[config.mk]
export PLATFORM = sky130hd
export DESIGN_NAME = gaps_ctrl
export DESIGN_NICKNAME = d
export VERILOG_FILES = /design/src/gaps_pkg.sv /design/src/gaps_ctrl.sv
export VERILOG_INCLUDE_DIRS = /design/src /design/src/src
export SDC_FILE = /design/constraint.sdc
export NUM_CORES = 1
export LEC_CHECK = 0
export BUFFER_PORTS_ARGS = -buffer_cell sky130_fd_sc_hd__buf_2
export CAP_MARGIN = 20
export CORE_UTILIZATION = 25
export CTS_CLUSTER_SIZE = 30
export DETAILED_ROUTE_END_ITERATION = 7
export PLACE_DENSITY = 0.47
export SLEW_MARGIN = 10
export SYNTH_ARGS = -nofsm -noshare
export SYNTH_HDL_FRONTEND = slang
export SYNTH_SLANG_ARGS = --single-unit
[constraint.sdc]
create_clock -name clk -period 1.8 [get_ports clk]
set_clock_uncertainty 0.05 [all_clocks]
set_input_delay 0.18 -clock clk [delete_from_list [all_inputs] [get_ports clk]]
set_output_delay 0.18 -clock clk [all_outputs]
set_load 0.01 [all_outputs]
[src/assert_macros.svh]
// Assertion macros shared by the grid path search RTL.
// Depends on nothing; included by files that carry concurrent assertions.
`ifndef ASSERT_MACROS_SVH
`define ASSERT_MACROS_SVH
`define ASSERT_IMPL(lbl, clk, rstn, prop) \
  lbl: assert property (@(posedge clk) disable iff (!rstn) (prop)) \
    else $error("assertion failed");
`define ASSERT_NEXT(lbl, clk, rstn, ante, cons) \
  lbl: assert property (@(posedge clk) disable iff (!rstn) (ante) |=> (cons)) \
    else $error("assertion failed");
`endif

[src/gaps_pkg.sv]
// Package for the grid path search: constants, types and shared functions.
// Depends on nothing.
package gaps_pkg;
  localparam int MaxCells = 65536;
  localparam int OpenCap = 1024;
  localparam int MaxPath = 256;
  localparam int CostScale = 1000;
  localparam int CellW = $clog2(MaxCells);
  localparam int OpenW = $clog2(OpenCap);
  localparam int PathW = $clog2(MaxPath);
  localparam logic [19:0] GMax = 20'hFFFFF;
  localparam logic [20:0] FMax = 21'h1FFFFF;
  localparam logic [19:0] StraightCost = 20'(CostScale);
  localparam logic [19:0] DiagCost = 20'(CostScale * 1414 / 1000);
  localparam logic [3:0] DirNone = 4'd8;

  localparam logic [2:0] StOk = 3'd0;
  localparam logic [2:0] StStartOff = 3'd1;
  localparam logic [2:0] StGoalOff = 3'd2;
  localparam logic [2:0] StOpenFull = 3'd3;
  localparam logic [2:0] StNoPath = 3'd4;
  localparam logic [2:0] StIndex = 3'd5;

  localparam logic [1:0] RegWidth = 2'd0;
  localparam logic [1:0] RegHeight = 2'd1;
  localparam logic [1:0] RegCell = 2'd2;

  typedef enum logic [4:0] {
    S_IDLE, S_DIV, S_CHECK, S_CLEAR, S_INIT, S_MIN_RD, S_MIN_WAIT, S_MIN_CMP,
    S_TAKE, S_SHIFT_RD, S_SHIFT_WR, S_CLOSE, S_NB_GEN, S_NB_CL_RD, S_NB_CHK,
    S_SCAN_RD, S_SCAN_CMP, S_NB_UPD, S_TR_RD, S_TR_WAIT, S_TR_STEP, S_READ_RD,
    S_READ_OUT, S_DONE
  } state_t;

  typedef struct packed {
    logic div_start;
    logic clear_step;
    logic init_open;
    logic min_begin;
    logic min_rd;
    logic min_cmp;
    logic take_rd;
    logic shift_rd;
    logic shift_wr;
    logic close_cur;
    logic nb_gen;
    logic nb_cl_rd;
    logic scan_begin;
    logic scan_rd;
    logic scan_cmp;
    logic nb_upd;
    logic tr_begin;
    logic tr_rd;
    logic tr_step;
    logic read_rd;
    logic fin;
    logic [2:0] fin_status;
    logic use_dp_status;
  } ctl_t;

  typedef struct packed {
    logic div_done;
    logic start_ok;
    logic goal_ok;
    logic clear_last;
    logic min_last;
    logic shift_last;
    logic at_goal;
    logic nb_valid;
    logic nb_last;
    logic nb_closed;
    logic scan_end;
    logic scan_hit;
    logic open_full;
    logic open_empty;
    logic tr_end;
    logic read_bad;
  } sts_t;

  function automatic logic [20:0] sat_f(input logic [21:0] s);
    sat_f = (s > {1'b0, FMax}) ? FMax : s[20:0];
  endfunction
endpackage

[src/gaps_ctrl.sv]
// Controller state machine of the grid path search.
// Depends on gaps_pkg; drives the datapath through ctl_t and reads sts_t.
`include "assert_macros.svh"
module gaps_ctrl (
  input  logic            clk,
  input  logic            rst_n,
  input  logic            in_fire,
  input  logic            in_kind,
  input  logic            out_free,
  input  gaps_pkg::sts_t  sts,
  output gaps_pkg::ctl_t  ctl,
  output logic            busy
);
  gaps_pkg::state_t st_r, st_nxt;
  logic started_r, started_nxt;

  always_comb begin
    st_nxt = st_r;
    started_nxt = started_r;
    case (st_r)
      gaps_pkg::S_IDLE: begin
        if (in_fire) begin
          st_nxt = in_kind ? gaps_pkg::S_READ_RD : gaps_pkg::S_DIV;
          started_nxt = 1'b0;
        end
      end
      gaps_pkg::S_DIV: begin
        started_nxt = 1'b1;
        if (started_r && sts.div_done) begin
          st_nxt = gaps_pkg::S_CHECK;
        end
      end
      gaps_pkg::S_CHECK: begin
        if (!sts.start_ok || !sts.goal_ok) begin
          st_nxt = gaps_pkg::S_DONE;
        end else begin
          st_nxt = gaps_pkg::S_CLEAR;
        end
      end
      gaps_pkg::S_CLEAR: if (sts.clear_last) st_nxt = gaps_pkg::S_INIT;
      gaps_pkg::S_INIT: st_nxt = gaps_pkg::S_MIN_RD;
      gaps_pkg::S_MIN_RD: begin
        st_nxt = sts.open_empty ? gaps_pkg::S_DONE : gaps_pkg::S_MIN_WAIT;
      end
      gaps_pkg::S_MIN_WAIT: st_nxt = gaps_pkg::S_MIN_CMP;
      gaps_pkg::S_MIN_CMP: begin
        st_nxt = sts.min_last ? gaps_pkg::S_TAKE : gaps_pkg::S_MIN_WAIT;
      end
      gaps_pkg::S_TAKE: st_nxt = gaps_pkg::S_SHIFT_RD;
      gaps_pkg::S_SHIFT_RD: begin
        st_nxt = sts.shift_last ? gaps_pkg::S_CLOSE : gaps_pkg::S_SHIFT_WR;
      end
      gaps_pkg::S_SHIFT_WR: st_nxt = gaps_pkg::S_SHIFT_RD;
      gaps_pkg::S_CLOSE: begin
        st_nxt = sts.at_goal ? gaps_pkg::S_TR_RD : gaps_pkg::S_NB_GEN;
      end
      gaps_pkg::S_NB_GEN: st_nxt = gaps_pkg::S_NB_CL_RD;
      gaps_pkg::S_NB_CL_RD: st_nxt = gaps_pkg::S_NB_CHK;
      gaps_pkg::S_NB_CHK: begin
        if (!sts.nb_valid || sts.nb_closed) begin
          st_nxt = sts.nb_last ? gaps_pkg::S_MIN_RD : gaps_pkg::S_NB_GEN;
        end else begin
          st_nxt = gaps_pkg::S_SCAN_RD;
        end
      end
      gaps_pkg::S_SCAN_RD: begin
        st_nxt = sts.scan_end ? gaps_pkg::S_NB_UPD : gaps_pkg::S_SCAN_CMP;
      end
      gaps_pkg::S_SCAN_CMP: begin
        st_nxt = sts.scan_hit ? gaps_pkg::S_NB_UPD : gaps_pkg::S_SCAN_RD;
      end
      gaps_pkg::S_NB_UPD: begin
        if (sts.open_full) begin
          st_nxt = gaps_pkg::S_DONE;
        end else begin
          st_nxt = sts.nb_last ? gaps_pkg::S_MIN_RD : gaps_pkg::S_NB_GEN;
        end
      end
      gaps_pkg::S_TR_RD: st_nxt = gaps_pkg::S_TR_WAIT;
      gaps_pkg::S_TR_WAIT: st_nxt = gaps_pkg::S_TR_STEP;
      gaps_pkg::S_TR_STEP: st_nxt = sts.tr_end ? gaps_pkg::S_DONE : gaps_pkg::S_TR_RD;
      gaps_pkg::S_READ_RD: st_nxt = gaps_pkg::S_READ_OUT;
      gaps_pkg::S_READ_OUT: st_nxt = gaps_pkg::S_DONE;
      gaps_pkg::S_DONE: if (out_free) st_nxt = gaps_pkg::S_IDLE;
      default: st_nxt = gaps_pkg::S_IDLE;
    endcase
  end

  always_comb begin
    ctl = '0;
    case (st_r)
      gaps_pkg::S_DIV: ctl.div_start = !started_r;
      gaps_pkg::S_CHECK: begin
        if (!sts.start_ok) begin
          ctl.fin = 1'b1;
          ctl.fin_status = gaps_pkg::StStartOff;
        end else if (!sts.goal_ok) begin
          ctl.fin = 1'b1;
          ctl.fin_status = gaps_pkg::StGoalOff;
        end
      end
      gaps_pkg::S_CLEAR: ctl.clear_step = 1'b1;
      gaps_pkg::S_INIT: ctl.init_open = 1'b1;
      gaps_pkg::S_MIN_RD: begin
        ctl.min_begin = 1'b1;
        if (sts.open_empty) begin
          ctl.fin = 1'b1;
          ctl.fin_status = gaps_pkg::StNoPath;
        end
      end
      gaps_pkg::S_MIN_WAIT: ctl.min_rd = 1'b1;
      gaps_pkg::S_MIN_CMP: ctl.min_cmp = 1'b1;
      gaps_pkg::S_TAKE: ctl.take_rd = 1'b1;
      gaps_pkg::S_SHIFT_RD: ctl.shift_rd = 1'b1;
      gaps_pkg::S_SHIFT_WR: ctl.shift_wr = 1'b1;
      gaps_pkg::S_CLOSE: ctl.close_cur = 1'b1;
      gaps_pkg::S_NB_GEN: ctl.nb_gen = 1'b1;
      gaps_pkg::S_NB_CL_RD: ctl.nb_cl_rd = 1'b1;
      gaps_pkg::S_NB_CHK: ctl.scan_begin = 1'b1;
      gaps_pkg::S_SCAN_RD: ctl.scan_rd = 1'b1;
      gaps_pkg::S_SCAN_CMP: ctl.scan_cmp = 1'b1;
      gaps_pkg::S_NB_UPD: begin
        ctl.nb_upd = 1'b1;
        if (sts.open_full) begin
          ctl.fin = 1'b1;
          ctl.fin_status = gaps_pkg::StOpenFull;
        end
      end
      gaps_pkg::S_TR_RD: ctl.tr_rd = 1'b1;
      gaps_pkg::S_TR_STEP: begin
        ctl.tr_step = 1'b1;
        if (sts.tr_end) begin
          ctl.fin = 1'b1;
          ctl.fin_status = gaps_pkg::StOk;
        end
      end
      gaps_pkg::S_READ_RD: ctl.read_rd = 1'b1;
      gaps_pkg::S_READ_OUT: begin
        ctl.fin = 1'b1;
        ctl.use_dp_status = 1'b1;
      end
      default: ctl = '0;
    endcase
    ctl.tr_begin = (st_r == gaps_pkg::S_CLOSE) && sts.at_goal;
  end

  always_ff @(posedge clk) begin
    if (!rst_n) begin
      st_r <= gaps_pkg::S_IDLE;
      started_r <= 1'b0;
    end else begin
      st_r <= st_nxt;
      started_r <= started_nxt;
    end
  end

  assign busy = (st_r != gaps_pkg::S_IDLE);

  `ASSERT_NEXT(a_idle_accept, clk, rst_n, in_fire, st_r != gaps_pkg::S_IDLE)
  `ASSERT_NEXT(a_fin_done, clk, rst_n, ctl.fin, st_r == gaps_pkg::S_DONE)
  `ASSERT_IMPL(a_fin_once, clk, rst_n, !(ctl.fin && st_r == gaps_pkg::S_DONE))
endmodule

==> results of run 1 <==
layout make-up:
cell class,count,area [sq um],share of cell area [%]
Clock buffer,3,41.3,2.92
Multi-Input combinational cell,122,758,53.5
Inverter,4,15.0,1.06
Timing Repair Buffer,70,417,29.4
Sequential cell,6,128,9.01
Tap cell,46,57.6,4.06
logic make-up (layout without fill, tap and decap cells):
kind of cell / Yosys count / in the layout / synth area share (%)
simple gates: 78 / 78 / 43.7
buf+inv: 20 / 77 / 9.72
mux: 1 / 1 / 1.08
compound gates: 43 / 43 / 32.5
flops: 6 / 6 / 13.0
state kept, by name, summed over array words and instances (netlist names):
name / count
started_r: 1
st_r: 5
final timing paths:
kind                                                to  slack, ns              startpoint
worst max-delay path                            ctl[4]      -0.05    st_r[3]$_SDFFE_PN0P_
worst max register to register    st_r[0]$_SDFFE_PN0P_       0.09    st_r[0]$_SDFFE_PN0P_
worst min register to register  started_r$_SDFFE_PN0P_       0.54  started_r$_SDFFE_PN0P_
worst min-delay path              st_r[3]$_SDFFE_PN0P_       0.20                   rst_n
metrics by stage:
step | cell area [sq um] | instances
detailed placement | 1310 | 246
global route | 1420 | 251
floorplan | 927 | 148
CTS | 1400 | 251
finish | 1420 | 251
global placement | 1310 | 246
cells in the final DEF, fill, tap and decap left out, types with 3 or more instances in the layout:
cell | netlist | layout
buf_2 | 6 | 45
nor2_1 | 28 | 27
buf_4 | 0 | 24
nand2_1 | 14 | 14
nand2b_1 | 7 | 7
a21oi_1 | 8 | 7
and2_1 | 4 | 4
inv_1 | 4 | 4
nor3_1 | 5 | 4
o21ai_0 | 6 | 4
a22oi_1 | 4 | 4
o31ai_1 | 3 | 3
nand3_1 | 3 | 3
o22ai_1 | 3 | 3
clkbuf_8 | 0 | 3
dfxtp_2 | 0 | 3
cell usage after synthesis, types with 2 or more instances:
cell / n
nor2_1: 28
nand2_1: 14
clkbuf_1: 9
a21oi_1: 8
nand2b_1: 7
buf_2: 6
dfxtp_1: 6
o21ai_0: 6
nor3_1: 5
a22oi_1: 4
and2_1: 4
inv_1: 4
nand3_1: 3
o22ai_1: 3
o31ai_1: 3
or3b_1: 3
a31oi_1: 2
a41oi_1: 2
nor2b_1: 2
o2111ai_1: 2
or2_1: 2
layer usage:
metal / wire length [microns] / global-route usage, % / share of wire, %
met2: 1520 / 26.5 / 45
met3: 211 / 1.28 / 6.3
met1: 1570 / 24.7 / 47
met5: 0 / 0 / 0
met4: 44 / 5.23 / 1.3
timing repair:
item / in CTS / in global routing
resized for setup: 12 / 6
gates cloned: 0 / 0
pin swaps: 1 / 1
endpoints found under the setup margin: 2 / 10
setup buffers: 2 / 0
critical path, stage by stage, from the launching register on:
cell and delay [ns]:
dfxtp_4 0.34, or3_4 0.39, or2_4 0.25, a21oi_2 0.12, a211oi_2 0.06, o41ai_2 0.06
buf_2 0.18
power groups by stage:
stage	registers (mW)	logic (mW)	clock network (mW)
after floorplan	0.212	0.893	0
after global placement	0.260	1.38	0
after detailed placement	0.263	1.39	0
after CTS	0.267	1.46	0.201
after global routing	0.287	1.62	0.208
final	0.275	1.48	0.198
==> results.sh, run 1 <==
export IMPL_hold_class="in -> reg"
export IMPL_tns_ns=-0.0841
export IMPL_h_tree_depth=1
export IMPL_wire_per_inst_microns=13.3
export IMPL_p_clk_share_pct=10.1
export IMPL_dr_total_vias=1311
export IMPL_dieArea_sq_um=3960
export IMPL_p_leak_nw=0.651
export IMPL_dpl_hpwl_microns=2720
export IMPL_drive_above_1_share_pct=43.9
export IMPL_maxCapViolations=0
export IMPL_gp_congestion=0.890
export IMPL_grt_pass1_wl_microns=5480
export IMPL_rsz0062_at_grt="true"
export IMPL_worstSkewPairLatency_ns=0.22
export IMPL_finalWirelength_microns=3350
export IMPL_p_comb_share_pct=75.8
export IMPL_nets=228
export IMPL_clockBufferDepth=2
export IMPL_ios=47
export IMPL_cts_buffers=3
export IMPL_utilization_pct=41.1
export IMPL_violations="setup timing"
export IMPL_synth_area_leaders="dfxtp_1 (13%), nor2_1 (11%), nand2_1 (5.7%)"
export IMPL_tightestPinTransition_ns=0.396
export IMPL_internal_power_mw=1.05
export IMPL_hold_depth=2
export IMPL_io_buffers=45
export IMPL_via_per_inst=5.22
export IMPL_cp_max_fo=6
export IMPL_place_ws_ns=0.0595
export IMPL_synth_area_sq_um=927
export IMPL_ir_drop_mv=0.708
export IMPL_max_slew_margin_pct=73.3
export IMPL_fmax_mhz=540
export IMPL_p_sw_share_pct=46.2
export IMPL_antenna_found_initial=0
export IMPL_p_seq_share_pct=14.1
export IMPL_netlist_area_leader_share_pct=13.0
export IMPL_synth_seq_area_share_pct=13.0
export IMPL_grt_use_total_pct=17.1
export IMPL_cts_sinks=6
export IMPL_cts_tree="yes"
export IMPL_synthArstFlopShare_pct=0
export IMPL_power_per_cell_area_nw_per_um2=1380
export IMPL_syn_area_per_cell_sq_um=6.26
export IMPL_whs_ns=0.197
export IMPL_ant_nets=0
export IMPL_finalSetupViolations=3
export IMPL_synth_top_area_cell="dfxtp_1"
export IMPL_grt_max_degree=17
export IMPL_synth_cells=148
export IMPL_ctsHoldBuffers=0
export IMPL_dr_pass1_iters=4
export IMPL_grt_pass1_vias=1174
export IMPL_antenna_cells=0
export IMPL_synth_edf_count=0
export IMPL_p_total_mw=1.95
export IMPL_finalCritPeriodShare_pct=103
export IMPL_num_rows=21
export IMPL_fp_dieH_microns=62.9
export IMPL_syn_num_nets=169
export IMPL_die_x_microns=62.9
export IMPL_drtIter0Drc=76
export IMPL_finalMaxSlewViolations=0
export IMPL_cts_reportedPaths_clkPinSlew_ns=0.04
export IMPL_synth_top_flop_cell="dfxtp_1"
export IMPL_drc=0
export IMPL_fill_cells=374
export IMPL_worst_r2r_path_depth=5
export IMPL_worstPathRequired_ns=1.57
export IMPL_crit_type="reg -> out"
export IMPL_fin_ws_ns=-0.0504
export IMPL_p_switching_mw=0.902
export IMPL_finalCriticalPeriod_ns=1.85
export IMPL_core_area_sq_um=3440
export IMPL_cp_start_kind="register"
export IMPL_worstSetupEndpointType="primary output"
export IMPL_yosys_warnings=0
export IMPL_ys_ff_latch=6
export IMPL_area_growth_pct=52.8
export IMPL_grt_overflow=0
export IMPL_arrival_ns=1.62
export IMPL_status="finished, violations left"
export IMPL_hold_violations=0
export IMPL_ys_types=46
export IMPL_root_buffer="clkbuf_8"
export IMPL_start_util_pct=26.9
No activity file was read; power rests on OpenSTA's default activity.
==> inputs of run 2 (changes only) <==
GPL_TIMING_DRIVEN = 0   (was default)
PLACE_DENSITY = 0.54   (was 0.47)
==> results.sh, run 2 (synthesized netlist as in run 1, its figures left out) <==
export IMPL_ff2ff_setup_slack_ns=0.04
export IMPL_cts_reportedPaths_clkPinSlew_ns=0.03
export IMPL_maxCapViolations=0
export IMPL_grt_overflow=0
export IMPL_hold_class="in -> reg"
export IMPL_hold_violations=0
export IMPL_cts_sinks=6
export IMPL_core_area_sq_um=3440
export IMPL_ios=47
export IMPL_io_buffers=45
export IMPL_grt_use_total_pct=18.8
export IMPL_area_growth_pct=55.9
export IMPL_violations="setup timing"
export IMPL_fmax_mhz=529
export IMPL_power_per_cell_area_nw_per_um2=1400
export IMPL_grt_pass1_vias=1189
export IMPL_rsz0062_at_grt="true"
export IMPL_fin_ws_ns=-0.0902
export IMPL_drive_above_1_share_pct=44.2
export IMPL_h_tree_depth=1
export IMPL_seqCellArea_sq_um=129
export IMPL_drtIter0Drc=52
export IMPL_finalCriticalPeriod_ns=1.89
export IMPL_top_register="st_r"
export IMPL_worst_r2r_path_depth=6
export IMPL_worstSkewPairLatency_ns=0.22
export IMPL_cts_buffers=3
export IMPL_r2r_end="st_r[0]$_SDFFE_PN0P_"
export IMPL_grt_max_degree=11
export IMPL_fill_cells=393
export IMPL_whs_ns=0.204
export IMPL_hold_depth=2
export IMPL_layout_cells_non_filler=243
export IMPL_max_slew_margin_pct=78.9
export IMPL_num_rows=21
export IMPL_nets=220
export IMPL_tightestPinTransition_ns=0.315
export IMPL_worstPathRequired_ns=1.57
export IMPL_multiInputGateArea_sq_um=835
export IMPL_clockBufferDepth=2
export IMPL_layout_commonest_cell="buf_2"
export IMPL_final_cell_mix="buf_2 (45), nor2_1 (27), nand2_1 (13)"
export IMPL_ctsHoldBuffers=0
export IMPL_via_per_inst=5.20
export IMPL_place_ws_ns=-0.241
export IMPL_p_leak_nw=0.647
export IMPL_root_buffer="clkbuf_8"
export IMPL_arrival_ns=1.66
export IMPL_wire_per_inst_microns=14.8
export IMPL_ant_nets=0
export IMPL_fp_dieH_microns=62.9
export IMPL_gp_congestion=0.941
export IMPL_hold_end="st_r[3]$_SDFFE_PN0P_"
export IMPL_status="finished, violations left"
export IMPL_dpl_hpwl_microns=2680
export IMPL_die_x_microns=62.9
export IMPL_crit_type="reg -> out"
export IMPL_start_util_pct=26.9
export IMPL_dr_pass1_iters=4
export IMPL_finalSetupViolations=1
export IMPL_dieArea_sq_um=3960
export IMPL_ir_drop_mv=0.644
export IMPL_hp_start="rst_n"
export IMPL_place_inst=239
export IMPL_finalMaxSlewViolations=0
export IMPL_reg_top3="st_r (5), started_r (1)"
export IMPL_startpoint="st_r[0]$_SDFFE_PN0P_"
export IMPL_grt_pass1_wl_microns=5870
export IMPL_largest_reg_flops=5
export IMPL_tns_ns=-0.0902
export IMPL_cts_tree="yes"
export IMPL_finalWirelength_microns=3590
export IMPL_drc=0
export IMPL_dr_total_vias=1264
export IMPL_cp_max_fo=6
export IMPL_worstSetupEndpointType="primary output"
export IMPL_reg2reg_from="st_r[0]$_SDFFE_PN0P_"
export IMPL_finalCritPeriodShare_pct=105
export IMPL_antenna_cells=0
export IMPL_antenna_found_initial=0
export IMPL_cp_start_kind="register"
==> run 2: changes by cell type in the layout (fill, tap and decap cells not counted), moves of 2 or more <==
cell      previous run  this run
buf_4               24         6
buf_6                1         4
clkbuf_2             0         3
dfxtp_2              3         1
nand2b_1             7         5
o21ai_0              4         6
o21ai_2              2         0
==> run 2: cell type report <==
type                       count  share of cell area [%]
multi-input combinational    122                    57.7
timing repair buffer          50                    19.0
clock buffer                   3                    2.86
sequential                     6                    8.92
inverter                       4                    1.04
buffer                        12                    6.49
tap                           46                    3.98
==> run 2: worst max-delay path by stage <==
stage	to	slack (ns)	cells past startpoint
after floorplan	ctl[4]	0.11	6
after global placement	ctl[4]	-0.26	8
after detailed placement	ctl[4]	-0.24	8
after CTS	ctl[4]	-0.11	6
after global routing	ctl[4]	-0.14	6
final	ctl[4]	-0.09	6
==> run 2: per-stage QoR <==
stage | total power [mW] | instance area (sq um) | utilization [%]
after detailed placement | 1.47 | 1210 | 35.2
after floorplan | 1.10 | 927 | -
after CTS | 1.87 | 1340 | 39.0
final | 2.02 | 1450 | 42.0
after global routing | 2.21 | 1450 | 42.0
after global placement | 1.48 | 1210 | 35.2
==> run 2: where the power goes <==
group          leakage (nW)  switching, mW  internal (mW)
Clock                0.0216         0.0516          0.143
Combinational         0.574          0.876          0.698
Sequential           0.0510         0.0568          0.196
Total                 0.647          0.984           1.04
==> run 2: routing by layer <==
metal	wire, microns	vias to the layer above	share of wire [%]	track usage (%)
met5	0	-	0	0
li1	-	635	-	-
met3	157	6	4.4	1.46
met4	40	0	1.1	6.10
met1	1780	581	50	26.2
met2	1610	42	45	30.2
==> run 2: critical path, cell delays in order, from the launching register on <==
cell and delay [ns]:
dfxtp_4 0.35, or3_4 0.40, or2_4 0.26, a21oi_4 0.14, a211oi_4 0.06, o41ai_2 0.05, buf_2 0.17
==> run 2: timing repair <==
item                       in CTS  in global routing
gates resized for setup        25                 25
setup endpoints to repair      15                 11
pin swaps                       8                  7
setup buffers                   4                  2
